==> src/design/rpn_pkg.sv <==
// ----------------------------------------------------------------------------
// rpn_pkg
// Shared widths, token and status codes, and divider request/response types
// for the RPN stack evaluator.
// ----------------------------------------------------------------------------
package rpn_pkg;

	localparam int unsigned STACK_DEPTH_DEF = 64;

	localparam int DataW = 32;
	localparam int ReqW  = 3;
	localparam int StatW = 3;

	// token codes
	localparam logic [ReqW-1:0] REQ_PUSH = 3'd0;
	localparam logic [ReqW-1:0] REQ_ADD  = 3'd1;
	localparam logic [ReqW-1:0] REQ_SUB  = 3'd2;
	localparam logic [ReqW-1:0] REQ_MUL  = 3'd3;
	localparam logic [ReqW-1:0] REQ_DIV  = 3'd4;
	localparam logic [ReqW-1:0] REQ_END  = 3'd5;

	// status codes
	localparam logic [StatW-1:0] STAT_OK    = 3'd0;
	localparam logic [StatW-1:0] STAT_FEW   = 3'd1;
	localparam logic [StatW-1:0] STAT_DIV0  = 3'd2;
	localparam logic [StatW-1:0] STAT_FULL  = 3'd3;
	localparam logic [StatW-1:0] STAT_EMPTY = 3'd4;

	typedef struct packed {
		logic             start;
		logic [DataW-1:0] dividend;
		logic [DataW-1:0] divisor;
	} div_req_t;

	typedef struct packed {
		logic             done;
		logic [DataW-1:0] quotient;
	} div_rsp_t;

endpackage

==> src/design/rpn_ram.sv <==
// ----------------------------------------------------------------------------
// rpn_ram
// Generic simple dual-port RAM: one write port, one read port with the read
// data registered.
// ----------------------------------------------------------------------------
module rpn_ram #(
	parameter int Width = 32,
	parameter int Depth = 64
) (
	input  logic                     clk,
	input  logic                     we,
	input  logic [$clog2(Depth)-1:0] wr_addr,
	input  logic [Width-1:0]         wr_data,
	input  logic                     rd_en,
	input  logic [$clog2(Depth)-1:0] rd_addr,
	output logic [Width-1:0]         rd_data
);

	logic [Width-1:0] mem [Depth];

	always_ff @(posedge clk) begin
		if (we) begin
			mem[wr_addr] <= wr_data;
		end
		if (rd_en) begin
			rd_data <= mem[rd_addr];
		end
	end

endmodule

==> src/design/rpn_div.sv <==
// ----------------------------------------------------------------------------
// rpn_div
// Iterative radix-2 signed divider, one quotient bit per cycle, truncating
// toward zero. The divisor must be nonzero; INT_MIN / -1 wraps.
// ----------------------------------------------------------------------------
module rpn_div import rpn_pkg::*; (
	input  logic     clk,
	input  logic     arst_n,
	input  div_req_t req,
	output div_rsp_t rsp
);

	localparam int StepW = $clog2(DataW + 1);

	logic             busy_q;
	logic             done_q;
	logic [StepW-1:0] step_q;
	logic [DataW-1:0] rem_q;
	logic [DataW-1:0] quo_q;
	logic [DataW-1:0] mb_q;
	logic             neg_q;

	logic [DataW:0]   shifted;
	logic [DataW:0]   trial;

	assign shifted = {rem_q, quo_q[DataW-1]};
	assign trial   = shifted - {1'b0, mb_q};

	always_ff @(posedge clk or negedge arst_n) begin
		if (!arst_n) begin
			busy_q <= 1'b0;
			done_q <= 1'b0;
			step_q <= '0;
		end else begin
			done_q <= 1'b0;
			if (req.start) begin
				busy_q <= 1'b1;
				step_q <= StepW'(DataW);
			end else if (busy_q) begin
				step_q <= step_q - 1'b1;
				if (step_q == StepW'(1)) begin
					busy_q <= 1'b0;
					done_q <= 1'b1;
				end
			end
		end
	end

	always_ff @(posedge clk) begin
		if (req.start) begin
			rem_q <= '0;
			quo_q <= req.dividend[DataW-1] ? -req.dividend : req.dividend;
			mb_q  <= req.divisor[DataW-1] ? -req.divisor : req.divisor;
			neg_q <= req.dividend[DataW-1] ^ req.divisor[DataW-1];
		end else if (busy_q) begin
			// restore on borrow, else keep the difference
			rem_q <= trial[DataW] ? shifted[DataW-1:0] : trial[DataW-1:0];
			quo_q <= {quo_q[DataW-2:0], ~trial[DataW]};
		end
	end

	assign rsp.done     = done_q;
	assign rsp.quotient = neg_q ? -quo_q : quo_q;

endmodule

==> src/design/rpn_stack_evaluator.sv <==
// ----------------------------------------------------------------------------
// rpn_stack_evaluator
// Reverse-Polish evaluator on a bounded stack of 32-bit signed integers held
// in a synchronous RAM. Every token request yields one result request.
// ----------------------------------------------------------------------------
//
//  channel   direction  tdata            tuser        tlast
//  s_*       in         operand_value    req_type     -
//  m_*       out        value            status       is_final
//
//  Token flow, accept to result: push, too-few, full, end-on-empty and
//  unused-on-empty answer at accept; end and unused codes otherwise make one
//  stack read; add, subtract and divide by zero make two stack reads through
//  the single RAM read port; multiply adds a registered product; divide
//  waits for the 32-step radix-2 divider.
//  Reset clears the stack count and all control state; the stack RAM is not
//  cleared, only entries below the count are ever used.
//  A token is taken only when idle and the result register is empty or is
//  being emptied in the same cycle; a stalled result holds until taken.
//
module rpn_stack_evaluator import rpn_pkg::*; #(
	parameter int STACK_DEPTH = STACK_DEPTH_DEF
) (
	input  logic             clk,
	input  logic             arst_n,
	input  logic             s_tvalid,
	output logic             s_tready,
	input  logic [DataW-1:0] s_tdata,   // [31:0] operand_value
	input  logic [ReqW-1:0]  s_tuser,   // [2:0] req_type
	output logic             m_tvalid,
	input  logic             m_tready,
	output logic [DataW-1:0] m_tdata,   // [31:0] value
	output logic [StatW-1:0] m_tuser,   // [2:0] status
	output logic             m_tlast    // is_final
);

	localparam int AddrW = $clog2(STACK_DEPTH);
	localparam int CntW  = $clog2(STACK_DEPTH + 1);

	typedef enum logic [2:0] {
		S_IDLE,
		S_SECOND,
		S_OPER,
		S_MUL,
		S_DIV,
		S_PEEK
	} state_t;

	state_t           state_q;
	logic [CntW-1:0]  count_q;
	logic [ReqW-1:0]  req_q;
	logic [DataW-1:0] second_q;
	logic [DataW-1:0] prod_q;

	logic             accept;
	logic             full;
	logic [CntW-1:0]  cnt_m1;
	logic [CntW-1:0]  cnt_m2;
	logic             quick_tok;
	logic             res_load;

	logic             fin_valid;
	logic [DataW-1:0] fin_value;

	logic             ram_we;
	logic [AddrW-1:0] ram_wr_addr;
	logic [DataW-1:0] ram_wr_data;
	logic             ram_rd_en;
	logic [AddrW-1:0] ram_rd_addr;
	logic [DataW-1:0] ram_rd_data;

	div_req_t         div_req;
	div_rsp_t         div_rsp;

	assign s_tready = (state_q == S_IDLE) && (!m_tvalid || m_tready);
	assign accept   = s_tvalid && s_tready;
	assign full     = (count_q == CntW'(STACK_DEPTH));
	assign cnt_m1   = count_q - CntW'(1);
	assign cnt_m2   = count_q - CntW'(2);

	// Tokens that answer right at accept, with no stack read to wait for.
	assign quick_tok = (s_tuser == REQ_PUSH) || (count_q == '0) ||
		((count_q == CntW'(1)) && (s_tuser inside {REQ_ADD, REQ_SUB, REQ_MUL, REQ_DIV}));

	// A new result request loads the output register this cycle.
	assign res_load = (accept && quick_tok) || (state_q == S_PEEK) ||
		((state_q == S_OPER) && (req_q == REQ_DIV) && (second_q == '0)) || fin_valid;

	// Finished operator: write the result over the first operand.
	always_comb begin
		fin_valid = 1'b0;
		fin_value = prod_q;
		case (state_q)
			S_OPER: begin
				fin_valid = (req_q == REQ_ADD) || (req_q == REQ_SUB);
				fin_value = (req_q == REQ_ADD) ? ram_rd_data + second_q
				                               : ram_rd_data - second_q;
			end
			S_MUL: begin
				fin_valid = 1'b1;
				fin_value = prod_q;
			end
			S_DIV: begin
				fin_valid = div_rsp.done;
				fin_value = div_rsp.quotient;
			end
			default: begin
				fin_valid = 1'b0;
			end
		endcase
	end

	// Stack RAM ports: write pushes and finished results; read the top on accept, the element below it next.
	always_comb begin
		ram_we      = fin_valid || (accept && (s_tuser == REQ_PUSH) && !full);
		ram_wr_addr = fin_valid ? cnt_m2[AddrW-1:0] : count_q[AddrW-1:0];
		ram_wr_data = fin_valid ? fin_value : s_tdata;
		ram_rd_en   = accept || (state_q == S_SECOND);
		ram_rd_addr = (state_q == S_SECOND) ? cnt_m2[AddrW-1:0] : cnt_m1[AddrW-1:0];
	end

	assign div_req.start    = (state_q == S_OPER) && (req_q == REQ_DIV) && (second_q != '0);
	assign div_req.dividend = ram_rd_data;
	assign div_req.divisor  = second_q;

	rpn_ram #(
		.Width (DataW),
		.Depth (STACK_DEPTH)
	) u_stack_ram (
		.clk     (clk),
		.we      (ram_we),
		.wr_addr (ram_wr_addr),
		.wr_data (ram_wr_data),
		.rd_en   (ram_rd_en),
		.rd_addr (ram_rd_addr),
		.rd_data (ram_rd_data)
	);

	rpn_div u_div (
		.clk    (clk),
		.arst_n (arst_n),
		.req    (div_req),
		.rsp    (div_rsp)
	);

	// Sequencer, stack count and result register.
	always_ff @(posedge clk or negedge arst_n) begin
		if (!arst_n) begin
			state_q  <= S_IDLE;
			count_q  <= '0;
			req_q    <= REQ_PUSH;
			second_q <= '0;
			prod_q   <= '0;
			m_tvalid <= 1'b0;
			m_tdata  <= '0;
			m_tuser  <= STAT_OK;
			m_tlast  <= 1'b0;
		end else begin
			// drop the result once taken, unless a new one loads below
			if (m_tvalid && m_tready && !res_load) begin
				m_tvalid <= 1'b0;
			end
			case (state_q)
				S_IDLE: begin
					if (accept) begin
						req_q <= s_tuser;
						case (s_tuser)
							REQ_PUSH: begin
								m_tvalid <= 1'b1;
								m_tlast  <= 1'b0;
								if (full) begin
									count_q <= '0;
									m_tdata <= '0;
									m_tuser <= STAT_FULL;
								end else begin
									count_q <= count_q + CntW'(1);
									m_tdata <= s_tdata;
									m_tuser <= STAT_OK;
								end
							end
							REQ_ADD, REQ_SUB, REQ_MUL, REQ_DIV: begin
								if (count_q < CntW'(2)) begin
									count_q  <= '0;
									m_tvalid <= 1'b1;
									m_tdata  <= '0;
									m_tuser  <= STAT_FEW;
									m_tlast  <= 1'b0;
								end else begin
									state_q <= S_SECOND;
								end
							end
							REQ_END: begin
								if (count_q == '0) begin
									m_tvalid <= 1'b1;
									m_tdata  <= '0;
									m_tuser  <= STAT_EMPTY;
									m_tlast  <= 1'b1;
								end else begin
									// pop now; the read already addresses the old top
									count_q <= cnt_m1;
									state_q <= S_PEEK;
								end
							end
							default: begin
								// unused code: report the top, leave the stack alone
								if (count_q == '0) begin
									m_tvalid <= 1'b1;
									m_tdata  <= '0;
									m_tuser  <= STAT_OK;
									m_tlast  <= 1'b0;
								end else begin
									state_q <= S_PEEK;
								end
							end
						endcase
					end
				end
				S_SECOND: begin
					second_q <= ram_rd_data;
					state_q  <= S_OPER;
				end
				S_OPER: begin
					case (req_q)
						REQ_MUL: begin
							prod_q  <= ram_rd_data * second_q;
							state_q <= S_MUL;
						end
						REQ_DIV: begin
							if (second_q == '0) begin
								count_q  <= '0;
								m_tvalid <= 1'b1;
								m_tdata  <= '0;
								m_tuser  <= STAT_DIV0;
								m_tlast  <= 1'b0;
								state_q  <= S_IDLE;
							end else begin
								state_q <= S_DIV;
							end
						end
						default: begin
							// add and subtract finish here
						end
					endcase
				end
				S_PEEK: begin
					m_tvalid <= 1'b1;
					m_tdata  <= ram_rd_data;
					m_tuser  <= STAT_OK;
					m_tlast  <= (req_q == REQ_END);
					state_q  <= S_IDLE;
				end
				default: begin
					// multiply and divide wait for the finish strobe below
				end
			endcase
			if (fin_valid) begin
				count_q  <= cnt_m1;
				m_tvalid <= 1'b1;
				m_tdata  <= fin_value;
				m_tuser  <= STAT_OK;
				m_tlast  <= 1'b0;
				state_q  <= S_IDLE;
			end
		end
	end

	// the stack count never passes the depth
	assert property (@(posedge clk) disable iff (!arst_n)
		count_q <= CntW'(STACK_DEPTH))
		else $error("stack count above depth");

	// an operator result never lands on a result that is still pending
	assert property (@(posedge clk) disable iff (!arst_n)
		fin_valid |-> !m_tvalid)
		else $error("operator result overwrites pending result");

	// an operator only finishes with two operands on the stack
	assert property (@(posedge clk) disable iff (!arst_n)
		fin_valid |-> (count_q >= CntW'(2)))
		else $error("operator finished with fewer than two operands");

	// a push always answers in the next cycle
	assert property (@(posedge clk) disable iff (!arst_n)
		(accept && (s_tuser == REQ_PUSH)) |=> m_tvalid)
		else $error("push produced no result");

endmodule

==> config.mk <==
export PLATFORM = sky130hd
export DESIGN_NAME = rpn_stack_evaluator
export DESIGN_NICKNAME = d
export VERILOG_FILES = /design/src/design/rpn_pkg.sv /design/src/design/rpn_ram.sv /design/src/design/rpn_div.sv /design/src/design/rpn_stack_evaluator.sv
export SDC_FILE = /design/constraint.sdc
export NUM_CORES = 2
export LEC_CHECK = 0
export CORE_MARGIN = 2
export CORE_UTILIZATION = 44
export DETAILED_ROUTE_END_ITERATION = 7
export DONT_BUFFER_PORTS = 1
export HOLD_SLACK_MARGIN = 0.06
export PLACE_DENSITY = 0.65
export REMOVE_ABC_BUFFERS = 1
export SLEW_MARGIN = 20
export SYNTH_ARGS = -nofsm -noshare
export SYNTH_HDL_FRONTEND = slang
export SYNTH_SLANG_ARGS = --single-unit
==> constraint.sdc <==
create_clock -name clk -period 6.9 [get_ports clk]
set_clock_uncertainty 0.1 [all_clocks]
set_input_delay 0.69 -clock clk [delete_from_list [all_inputs] [get_ports clk]]
set_output_delay 0.69 -clock clk [all_outputs]
set_load 0.01 [all_outputs]
# [Word-level counts from Yosys, hierarchy flattened]
# Memory sizes are Yosys's and may differ from the RTL's. A register that Yosys moved wholly into a read port is not among the register bits.
# Cells that the tools add are included.
[classes] order_cmp=1 bitwise_logic=2 addsub=10 multipliers=1 reduce_logical=40 n_eq_ne=30 mux=76
[op_table] op="2-to-1 mux 32 bit" count=14
[op_table] op="one-hot mux 32 bit (2 select lines)" count=2
[op_table] op="negator 32 bit" count=3
[op_table] op="one-hot mux 32 bit (3 select lines)" count=1
[op_table] op="2-to-1 mux 7 bit" count=7
[op_table] op="2-to-1 mux 3 bit" count=12
[op_table] op="subtractor 33 x 32 -> 33 bit" count=1
[op_table] op="adder 32 bit" count=1
[op_table] op="logical NOT 32 bit" count=1
[op_table] op="multiplier 32 x 32 -> 32 bit" count=1
[op_table] op="nonzero test 32 bit" count=1
[op_table] op="subtractor 32 bit" count=1
[op_table] op="2-to-1 mux 31 bit" count=1
[op_table] op="2-to-1 mux 6 bit" count=4
[op_table] op="2-to-1 mux 1 bit" count=22
[op_table] op="one-hot mux 7 bit (3 select lines)" count=1
[op_table] op="== test 3 x 2 -> 1 bit (second input constant)" count=6
[op_table] op="== test 3 bit (second input constant)" count=6
[op_table] op="one-hot mux 3 bit (3 select lines)" count=2
[op_table] op="!= test 4 bit (second input constant)" count=4
[op_table] op="one-hot mux 7 bit (2 select lines)" count=1
[op_table] op="AND reduction 7 bit" count=2
[op_table] op="one-hot mux 1 bit (3 select lines)" count=4
[op_table] op="one-hot mux 3 bit (2 select lines)" count=2
[op_table] op="other kinds (31)" count=60
[word_totals] word_cells=178 register_bits=219 mem_bits_rw=2048 n_memories=1 output_inout_bits=38
[mem_list] memory="u_stack_ram.mem" words=64 word_bits=32 read_ports=1 rd_clocked_by_memory_dff=1 write_ports=1 line="rpn_ram.sv:19" source="logic [Width-1:0] mem [Depth];"

# [Longest topological paths before layout]
[logic_depth] word_depth=16 mapped_depth=28 depth_no_buf=26

# [Modules after synthesis]
# Synthesis repeated with hierarchy kept, for this count alone.
[unflattened] cells_unflattened=7295 area_unflattened_um2=111692.1
[modules_own_cells] mod="rpn_ram" cells_per_inst=3511 area_per_inst_um2=79359.9 instances=1
[modules_own_cells] mod="rpn_stack_evaluator" cells_per_inst=2852 area_per_inst_um2=24320.8 instances=1
[modules_own_cells] mod="rpn_div" cells_per_inst=932 area_per_inst_um2=8011.4 instances=1

# [Least setup slack after synthesis]
# OpenSTA, ideal clock, no wires.
[synth_path] path_type="flip-flop to flip-flop" from="register u_stack_ram.rd_data[7] (read register of u_stack_ram.mem)" to="register prod_q[30]" arrival_ns=7.130 slack_ns=-0.465 n_path_buf=2 path_stages_with_launch=27 path_cell_list="edfxtp_1 -> clkbuf_1 -> clkbuf_1 -> and2_1 -> fa_1 -> inv_1 -> fa_1 -> fa_1 -> inv_1 -> fa_1 -> ha_1 -> ha_1 -> inv_1 -> fa_1 -> inv_1 -> fa_1 -> ha_1 -> o21a_1 -> o21ai_0 -> a22oi_1 -> nand2_1 -> o21ai_0 -> a21oi_1 -> or4b_2 -> a2111oi_0 -> mux2i_1 -> o21ai_0"
[synth_via] elab_chain_len=1
[synth_rtl] element="start, declared" line="rpn_ram.sv:16" source="output logic [Width-1:0] rd_data"
[synth_rtl] element="multiplier 32 x 32 -> 32 bit" line="rpn_stack_evaluator.sv:225" source="prod_q <= ram_rd_data * second_q;"
[synth_rtl] element="end signal, assigned" line="rpn_stack_evaluator.sv:225"
[synth_rtl] element="end, declared" line="rpn_stack_evaluator.sv:53" source="logic [DataW-1:0] prod_q;"
# No other way between the ends.
# A chain may end at the register's enable or synchronous reset.

# [Worst setup path after layout]
[layout_path] from="register u_stack_ram.rd_data[11] (read register of u_stack_ram.mem)" to="register prod_q[31]"
# The elaborated chain is that of the path after synthesis.

==> results.sh <==
export IMPL_finalMaxSlewViolations=0
export IMPL_cts_tree="yes"
export IMPL_nNetsFinal=8144
export IMPL_gr_total_overflow=0
export IMPL_fin_crit_ps=7196
export IMPL_arrival_ps=7860
export IMPL_vias=64905
export IMPL_gp_congestion=0.9488
export IMPL_tns_ps=-863.1
export IMPL_setup_viol=6
export IMPL_grt_pass1_vias=66010
export IMPL_viasPerCell=5.874
export IMPL_yosys_warnings=0
export IMPL_die_x_um=507.0
export IMPL_ant_nets=0
export IMPL_worstHoldStart="s_tuser[1]"
export IMPL_synthesis_area_sq_mm=0.1113
export IMPL_wl_per_cell_um=28.28
export IMPL_die_area_sq_mm=0.2571
export IMPL_synth_distinct_cells=80
export IMPL_syn_inst=7175
export IMPL_timing_rr_start="u_stack_ram.rd_data[11]"
export IMPL_cap_violations=0
export IMPL_p_leak_nw=45.77
export IMPL_hold_depth=4
export IMPL_cp_max_fo=6
export IMPL_p_per_area_mw_per_mm2=217.9
export IMPL_async_flop_share=0.05307
export IMPL_criticalPathCategory="reg2reg"
export IMPL_hpwl_mm=202.7
export IMPL_fin_crit_sh=1.043
export IMPL_setup_ws_ps=-296.0
export IMPL_cp_startpoint="u_stack_ram.rd_data[11]"
export IMPL_fmax_mhz=139.0
export IMPL_use_met1=0.3206
export IMPL_antenna_found_initial=28
export IMPL_start_util=0.4429
export IMPL_synth_seq_area_share=0.6117
export IMPL_finalHoldViolCount=0
export IMPL_ff2ff_setup_slack_ps=-300
export IMPL_peakVddDrop_uv=240.5
export IMPL_avgSynthCellArea_sq_um=15.52
export IMPL_grt_setup_unrepaired="yes"
export IMPL_drt_pass1_iter_count=7
export IMPL_worstMarginPinSlew_ps=1225
export IMPL_htree_levels=4
export IMPL_timing_rr_end="prod_q[31]"
export IMPL_hp_class="in2reg"
export IMPL_use_met3=0.04559
export IMPL_status="finished, violations left"
export IMPL_rows=184
export IMPL_total_power_mw=27.76
export IMPL_grt_max_degree=123
export IMPL_maxSlewHeadroom=0.1833
export IMPL_clkSlewWorstSetupHoldPaths_ps=60
export IMPL_violations="setup timing"
export IMPL_drive_gt1_frac=0.2022
export IMPL_synth_enable_flop_cells=2145
export IMPL_grt_total_usage=0.2431
export IMPL_crit_path_end_kind="register"
export IMPL_cts_root_buf="clkbuf_16"
export IMPL_dieHeight_um=507.0
export IMPL_clk_latency_ps=920
export IMPL_numCtsBuffers=224
export IMPL_grt_pass1_wl_mm=456.2
export IMPL_ys_flop_type="edfxtp_1"
export IMPL_routed_wl_mm=312.5
export IMPL_holdPathEnd="m_tuser[2]"
export IMPL_rr_worst_depth=25
export IMPL_met2_usage=0.3997
export IMPL_syn_to_final_growth_pct=14.42
export IMPL_portBuffers=0
export IMPL_clock_sinks=2299
export IMPL_start_kind="register"
export IMPL_route_detailed_drc=0
export IMPL_io_pins=77
export IMPL_drt_iter0_markers=7447
export IMPL_ys_ff_latch=2299
export IMPL_core_sq_mm=0.2514
export IMPL_cp_required_ps=7560
export IMPL_cts_buffer_depth=3
export IMPL_top_usage_layer="met2"
[power breakdown]
part	internal [mW]	switching, mW
sequential	15.2	0.0000000000000000499
combinational	0.0646	0.278
clock	6.72	5.48
total	22.0	5.76
[critical path, cell delays in order, from the launching register on]
cell,delay [ps]
edfxtp_1,400
buf_6,150
and2_4,130
fa_1,540
fa_1,460
fa_1,510
inv_2,40
fa_1,520
inv_2,50
fa_1,540
inv_2,40
fa_1,490
inv_2,40
fa_1,470
fa_2,580
ha_4,220
a21oi_2,140
o21ai_1,90
a21o_1,170
a21oi_2,170
o41ai_4,110
a221o_1,340
nand4_1,180
a31oi_4,140
a2111oi_4,390
a211oi_1,90
[cell usage after synthesis, drive strengths merged (6+ instances only)]
master     n  area (sq um)
a211oi   145          1089
a21boi     8         60.06
a21o      45         337.8
a21oi    281          1418
a221o      6         60.06
a221oi    43         376.6
a22oi     16         120.1
a31oi     22         137.6
and2     285          1783
and3      12         75.07
buf       95         389.1
clkbuf   345          1296
dfrtp    122          3053
dfxtp     32         640.6
edfxtp  2145         64410
fa       410          8208
ha       197          2465
inv      473          1775
mux2       8         90.09
mux2i    159          1592
mux4     544         12250
nand2    583          2196
nand2b    19         118.9
nand3     44         220.2
nand4     18         112.6
nor2     244         915.9
nor2b    139         869.6
nor3      48         240.2
nor4      10         62.56
o211ai    13         97.59
o21a      16         120.1
o21ai    187         935.9
o21bai     8         60.06
o22ai     25         156.4
o31ai     42         315.3
o41ai     10         87.58
or3       34         217.7
or4       16         127.6
xnor2    155          1358
xor2     102         893.4
[area by class of cell]
class / count / area (sq um)
fillers: 20630 / 124000
flip-flops and latches: 2299 / 68110
multi-input cells: 3962 / 40980
clock buffers: 277 / 5876
repair buffers: 537 / 4987
clock inverters: 136 / 1434
well taps: 3348 / 4189
inverters: 474 / 1779
diodes: 16 / 40.04
[registers in the layout, indices dropped and copies added, names as in the netlist]
name	flops
u_stack_ram.mem	2048
m_tdata	32
prod_q	32
second_q	32
u_div.mb_q	32
u_div.quo_q	32
u_div.rem_q	32
u_stack_ram.rd_data	32
count_q	7
u_div.step_q	6
m_tuser	3
req_q	3
state_q	3
m_tlast	1
m_tvalid	1
u_div.busy_q	1
u_div.done_q	1
u_div.neg_q	1
[stage by stage]
step                setup WS (ps)  utilization  cells  hold WS, ps  instance area, sq um
CTS                        -202.0       0.5051  11020        63.46                127000
global placement           -556.0       0.4734  10552        300.6                119000
global route               -502.0       0.5066  11035        112.9                127400
finish                     -296.0       0.5067  11049        140.2                127400
detailed placement         -605.1       0.4736  10555        301.7                119100
floorplan                  -44710            -   6735        294.4                109700
[cells in the final DEF, fill, tap and decap left out, types with 42 or more instances in the layout]
| cell | instances |
|---|---|
| a221oi_1 | 42 |
| xnor2_1 | 151 |
| nor2b_1 | 139 |
| nand2_1 | 577 |
| xor2_1 | 101 |
| clkbuf_1 | 47 |
| a21o_1 | 45 |
| o21ai_0 | 176 |
| nor2_1 | 175 |
| mux2i_1 | 158 |
| fa_1 | 397 |
| edfxtp_1 | 2145 |
| a21oi_1 | 253 |
| ha_1 | 190 |
| a211oi_1 | 145 |
| nor3_1 | 46 |
| clkbuf_16 | 225 |
| clkinv_1 | 53 |
| buf_12 | 61 |
| mux4_2 | 544 |
| dfrtp_1 | 121 |
| and2_1 | 280 |
| inv_1 | 461 |
| buf_4 | 422 |
| nor2_4 | 66 |
[how the worst max path moves through the flow]
stage | slack, ps | cells after the start | end
floorplan | -44710 | 8 | u_stack_ram.rd_data[0]
global placement | -560 | 27 | prod_q[30]
detailed placement | -610 | 27 | prod_q[30]
CTS | -200 | 24 | prod_q[31]
global route | -500 | 25 | prod_q[31]
finish | -300 | 25 | prod_q[31]
[cell families (layout without fill, tap and decap cells)]
logic type,count (synthesis),count (layout),synth area share
fa+ha+maj,607,607,0.09586
simple gates,1477,1477,0.06409
xor+xnor,258,258,0.02042
buf+inv,914,1424,0.03112
compound gates,909,909,0.05166
other cells,0,16,0
flops,2299,2299,0.6117
mux,711,711,0.1251
[repair_timing]
item                                   in CTS  in global routing
setup endpoints to repair                   8                167
pin swaps                                  16                 38
resized for setup                          32                 56
setup buffers                              12                  9
hold buffers                               40                  0
endpoints found under the hold margin     158                  0
[per-layer routing]
| layer | vias up | part of all wire | wire (um) |
|---|---|---|---|
| met5 | - | 0.00046 | 144 |
| met4 | 18 | 0.044 | 13700 |
| met3 | 626 | 0.080 | 24850 |
| met2 | 2796 | 0.49 | 151800 |
| met1 | 34012 | 0.39 | 122000 |
| li1 | 27453 | - | - |
No activity file was read; power rests on OpenSTA's default activity.
